[config.mk]
export PLATFORM = sky130hd
export DESIGN_NAME = scm_ctrl
export DESIGN_NICKNAME = d
export VERILOG_FILES = /design/src/rtl/scm_pkg.sv /design/src/rtl/scm_ctrl.sv
export SDC_FILE = /design/constraint.sdc
export NUM_CORES = 1
export LEC_CHECK = 0
export ABC_AREA = 1
export BUFFER_PORTS_ARGS = -buffer_cell sky130_fd_sc_hd__clkbuf_2
export CAP_MARGIN = 40
export CORE_AREA = 2 2 39 41
export CTS_BUF_LIST = sky130_fd_sc_hd__clkbuf_8
export DETAILED_ROUTE_END_ITERATION = 16
export DIE_AREA = 0 0 41 43
export PLACE_DENSITY_LB_ADDON = 0.08
export SYNTH_ARGS = -nofsm -noshare
export SYNTH_HDL_FRONTEND = slang
export SYNTH_SLANG_ARGS = --single-unit
[constraint.sdc]
create_clock -name clk -period 1.1 [get_ports clk]
set_input_delay 0.275 -clock clk [delete_from_list [all_inputs] [get_ports clk]]
set_output_delay 0.275 -clock clk [all_outputs]
set_load 0.02 [all_outputs]
[src/rtl/scm_pkg.sv]
package scm_pkg;

  localparam int MAX_CHUNKS = 1024;
  localparam int IDX_W = $clog2(MAX_CHUNKS);
  localparam int CNT_W = IDX_W + 1;

  // action codes
  localparam logic [1:0] ACT_CLEAR  = 2'd0;
  localparam logic [1:0] ACT_LOAD   = 2'd1;
  localparam logic [1:0] ACT_LOOKUP = 2'd2;

  // status codes
  localparam logic [2:0] ST_OK     = 3'd0;
  localparam logic [2:0] ST_RANGE  = 3'd1;
  localparam logic [2:0] ST_BAD    = 3'd2;
  localparam logic [2:0] ST_FULL   = 3'd3;
  localparam logic [2:0] ST_FAILED = 3'd4;

  // content kinds
  localparam logic [1:0] KIND_ZERO = 2'd0;
  localparam logic [1:0] KIND_FILL = 2'd1;
  localparam logic [1:0] KIND_RAW  = 2'd2;

  // chunk type codes
  localparam logic [15:0] CODE_RAW  = 16'hCAC1;
  localparam logic [15:0] CODE_FILL = 16'hCAC2;
  localparam logic [15:0] CODE_DC   = 16'hCAC3;
  localparam logic [15:0] CODE_CRC  = 16'hCAC4;

  localparam logic [16:0] BLOCK_SIZE_MAX = 17'd65536;
  localparam logic [31:0] WORD_BYTES     = 32'd4;

  // config register indexes and reset values
  localparam logic [1:0] REG_BLOCK_SIZE  = 2'd0;
  localparam logic [1:0] REG_TOTAL       = 2'd1;
  localparam logic [1:0] REG_FILE_HDR    = 2'd2;
  localparam logic [1:0] REG_CHUNK_HDR   = 2'd3;
  localparam logic [16:0] RST_BLOCK_SIZE = 17'd4096;
  localparam logic [31:0] RST_TOTAL      = 32'd1;
  localparam logic [15:0] RST_FILE_HDR   = 16'd28;
  localparam logic [15:0] RST_CHUNK_HDR  = 16'd12;

  typedef struct packed {
    logic [31:0] start;
    logic [31:0] count;
    logic [1:0]  kind;
    logic [63:0] value;
  } entry_t;

  localparam int ENTRY_W = $bits(entry_t);

  typedef enum logic [3:0] {
    S_IDLE,
    S_DECODE,
    S_LD_CHK,
    S_LK_TEST,
    S_LK_CMP,
    S_LK_ADD,
    S_DONE
  } state_t;

  // controller -> datapath
  typedef struct packed {
    logic capture;
    logic clear;
    logic ld_mul;
    logic ld_chk;
    logic lk_init;
    logic lk_rd;
    logic lk_cmp;
    logic lk_miss;
    logic lk_add;
    logic out_load;
  } cmd_t;

  // datapath -> controller
  typedef struct packed {
    logic [1:0] action;
    logic       early;
    logic       lo_lt_hi;
    logic       hit;
    logic       out_free;
  } sts_t;

endpackage

[src/rtl/scm_ctrl.sv]
module scm_ctrl (
  input  logic            clk,
  input  logic            rst_n,
  input  logic            in_valid,
  output logic            in_stall,
  input  scm_pkg::sts_t   sts,
  output scm_pkg::cmd_t   cmd
);

  scm_pkg::state_t state_r, state_nxt;

  always_ff @(posedge clk) begin
    if (!rst_n) begin
      state_r <= scm_pkg::S_IDLE;
    end else begin
      state_r <= state_nxt;
    end
  end

  // next state
  always_comb begin
    state_nxt = state_r;
    case (state_r)
      scm_pkg::S_IDLE: begin
        if (in_valid) state_nxt = scm_pkg::S_DECODE;
      end
      scm_pkg::S_DECODE: begin
        case (sts.action)
          scm_pkg::ACT_CLEAR:  state_nxt = scm_pkg::S_DONE;
          scm_pkg::ACT_LOAD:   state_nxt = scm_pkg::S_LD_CHK;
          scm_pkg::ACT_LOOKUP: state_nxt = sts.early ? scm_pkg::S_DONE : scm_pkg::S_LK_TEST;
          default:             state_nxt = scm_pkg::S_IDLE;
        endcase
      end
      scm_pkg::S_LD_CHK:  state_nxt = scm_pkg::S_DONE;
      scm_pkg::S_LK_TEST: begin
        state_nxt = sts.lo_lt_hi ? scm_pkg::S_LK_CMP : scm_pkg::S_DONE;
      end
      scm_pkg::S_LK_CMP: begin
        state_nxt = sts.hit ? scm_pkg::S_LK_ADD : scm_pkg::S_LK_TEST;
      end
      scm_pkg::S_LK_ADD:  state_nxt = scm_pkg::S_DONE;
      scm_pkg::S_DONE: begin
        if (sts.out_free) state_nxt = scm_pkg::S_IDLE;
      end
      default: state_nxt = scm_pkg::S_IDLE;
    endcase
  end

  // outputs
  always_comb begin
    cmd = '0;
    in_stall = 1'b1;
    case (state_r)
      scm_pkg::S_IDLE: begin
        in_stall    = 1'b0;
        cmd.capture = in_valid;
      end
      scm_pkg::S_DECODE: begin
        cmd.clear   = (sts.action == scm_pkg::ACT_CLEAR);
        cmd.ld_mul  = (sts.action == scm_pkg::ACT_LOAD);
        cmd.lk_init = (sts.action == scm_pkg::ACT_LOOKUP);
      end
      scm_pkg::S_LD_CHK: cmd.ld_chk = 1'b1;
      scm_pkg::S_LK_TEST: begin
        cmd.lk_rd   = sts.lo_lt_hi;
        cmd.lk_miss = !sts.lo_lt_hi;
      end
      scm_pkg::S_LK_CMP: cmd.lk_cmp = 1'b1;
      scm_pkg::S_LK_ADD: cmd.lk_add = 1'b1;
      scm_pkg::S_DONE:   cmd.out_load = sts.out_free;
      default: cmd = '0;
    endcase
  end

endmodule

==> impl_metrics.json <==
{
  "tns_ns": -2.14,
  "grt_most_used_layer": "met2",
  "grt_max_degree": 7,
  "vias": 440,
  "worst_pin_slew_ns": 0.138,
  "dp_worst_setup_slack_ns": -0.0709,
  "reg_top3": "state_r: 3 flops",
  "final_util_pct": 50.9,
  "worst_setup_path_end_kind": "primary output",
  "totalPowerFinal_mw": 1.24,
  "worstHoldPathType": "in2reg",
  "dp_hpwl_um": 729,
  "viasPerCell": 4.07,
  "yosysSeqAreaShare_pct": 19.4,
  "fin_skew_ns": 0.000347,
  "violations": "negative setup slack",
  "diodes": 0,
  "die_y_um": 43,
  "synth_compound_area_share_pct": 0,
  "met1_usage_pct": 12.6,
  "use_met2_pct": 20.6,
  "synth-adder-area-share_pct": 0,
  "use_met3_pct": 3.14,
  "status": "finished, violations left",
  "core_um2": 1380,
  "avgRoutedWirePerCell_um": 8.33,
  "synth_xor_area_share_pct": 0,
  "setup_ws_ns": -0.235,
  "synth_area_um2": 310,
  "netlist_instances": 61,
  "min_period_ns": 1.33,
  "ant_nets": 0,
  "vdd_drop_max_v": 0.000757,
  "largest_reg_flops": 3,
  "syn_nets": 70,
  "synth_top_family_by_area": "simple AND/OR/NAND/NOR gates",
  "drv_cap": 0,
  "dr.pass1.iters": 1,
  "grt_setup_unrepaired": "yes",
  "yosysUniqueCellTypes": 10,
  "cp.arrival_ns": 1.06,
  "antenna_found_initial": 0,
  "gr-total-overflow": 0,
  "drc_errors": 0,
  "synth_largest_area_cell": "nand2_1",
  "cts_sinks": 3,
  "setup_violations": 12,
  "synth-simple-area-share_pct": 62.5,
  "p_leak_nw": 0.397,
  "cpMaxStageDelayCell": "dfxtp_4",
  "yosysTopAreaCellShare_pct": 20.6,
  "pin_count": 20,
  "clk_latency_ns": 0.21,
  "cpPeakStageDelay_ns": 0.39,
  "p_per_area_nw_per_um2": 1770,
  "cts_made_buffers": 3,
  "final_nets": 102,
  "htreeDepth": 1,
  "grt_pass1_wl_um": 1470,
  "root_buffer": "clkbuf_8",
  "cts_tree": "yes",
  "relSlewSlack_pct": 90.8,
  "gp_congestion": 0.681,
  "initial_core_util_pct": 22.4,
  "max_freq_ghz": 0.749,
  "die_x_um": 41,
  "cp_max_fo": 6,
  "num_rows": 14,
  "ys_ff_latch": 3,
  "synth_area_leaders": "nand2_1 (21%), dfxtp_1 (19%), inv_1 (17%)",
  "required_ns": 0.82,
  "dieArea_um2": 1760,
  "timing.final.crit_share_pct": 121,
  "first_global_vias": 416,
  "syn_avg_cell_area_um2": 5.09,
  "hold_viol_final": 0,
  "yosys_warnings": 0,
  "path_cells": "inv_2, buf_4, nand3_1, inv_1, buf_2",
  "grtUsageTotal_pct": 12.4,
  "io_buffer_count": 19,
  "routed_wl_um": 900,
  "synthMuxAreaShare_pct": 0,
  "drt-initial-drc-count": 0,
  "largest-register": "state_r",
  "slew_viol_final": 0,
  "clk_path_buf_depth": 2,
  "clk_pin_slew_worst_paths_ns": 0.03,
  "crit_type": "reg2out",
  "drive_gt1_share_pct": 54.3,
  "worst_setup_path_start_kind": "flip-flop",
  "syn_to_final_growth_pct": 127
}
[power by group]
part | total, mW | leakage [nW] | switching [mW] | internal (mW)
combinational | 0.735 | 0.343 | 0.380 | 0.354
sequential | 0.203 | 0.0267 | 0.0522 | 0.151
clock | 0.307 | 0.0269 | 0.0699 | 0.237
[worst paths after layout]
path,start,end,slack [ns],cells past startpoint
setup / recovery,state_r[0],cmd[6],-0.23,5
hold / removal,rst_n,state_r[2],0.34,3
setup reg to reg,state_r[1],state_r[1],-0.03,9
hold reg to reg,state_r[2],state_r[2],0.68,4
[final cells by class]
| cell class | instances | area, um^2 |
|---|---|---|
| clock buffer | 3 | 41.3 |
| sequential | 3 | 71.3 |
| clock inverter | 1 | 3.75 |
| timing repair buffer | 27 | 241 |
| tap | 16 | 20.0 |
| inverter | 15 | 61.3 |
| fill | 144 | 679 |
| multi-input combinational | 43 | 265 |
[placed cells by master, fill, tap and decap left out]
cell type,netlist,final
nor3_2,0,3
nand3_4,0,2
nand2_1,17,16
clkbuf_8,0,8
nor3_4,0,1
nand3_1,4,4
buf_8,0,2
dfxtp_4,0,3
clkbuf_2,0,8
buf_6,0,4
nor2_2,0,2
nor2_4,1,4
buf_4,0,7
inv_2,1,2
nand2_2,0,1
nor2_1,14,9
and2_1,1,1
buf_2,0,1
inv_1,14,12
inv_4,0,2
[kinds of logic (layout without fill, tap and decap cells)]
kind of cell	Yosys count	in the layout
and+or+nand+nor	43	43
buffers and inverters	15	46
DFF	3	3
[Yosys cell counts]
cell type and instances:
nand2_1 17, inv_1 14, nor2_1 14, nand3_1 4, nor3_1 4, dfxtp_1 3, nand3_2 2, and2_1 1
inv_2 1, nor2_4 1
[through the flow]
step | hold WS [ns] | instance area [um^2] | instances
after floorplan | 0.440 | 359 | 61
after global placement | 0.562 | 519 | 102
after detailed placement | 0.569 | 519 | 102
after CTS | 0.344 | 673 | 107
after global routing | 0.348 | 704 | 108
final | 0.337 | 704 | 108
[what timing repair did]
action | CTS | global route
pin swaps | 4 | 5
resized for setup | 25 | 12
setup buffers | 1 | 1
gates cloned | 0 | 0
hold buffers | 0 | 0
endpoints found under the hold margin | 0 | 0
setup endpoints to repair | 11 | 14
[worst max-delay path: cells and delay by family (launching register included)]
| family | cells | cell delay, ns |
|---|---|---|
| flip-flops | 1 | 0.39 |
| AND/OR/NAND/NOR | 1 | 0.09 |
| buffers and inverters | 4 | 0.36 |
[routing by layer]
metal	share of wire (%)	wire, um
met1	40	356
met2	56	503
met3	4.4	40
met4	0	0
met5	0	0
Note: power is estimated with default switching activity, not from simulation.
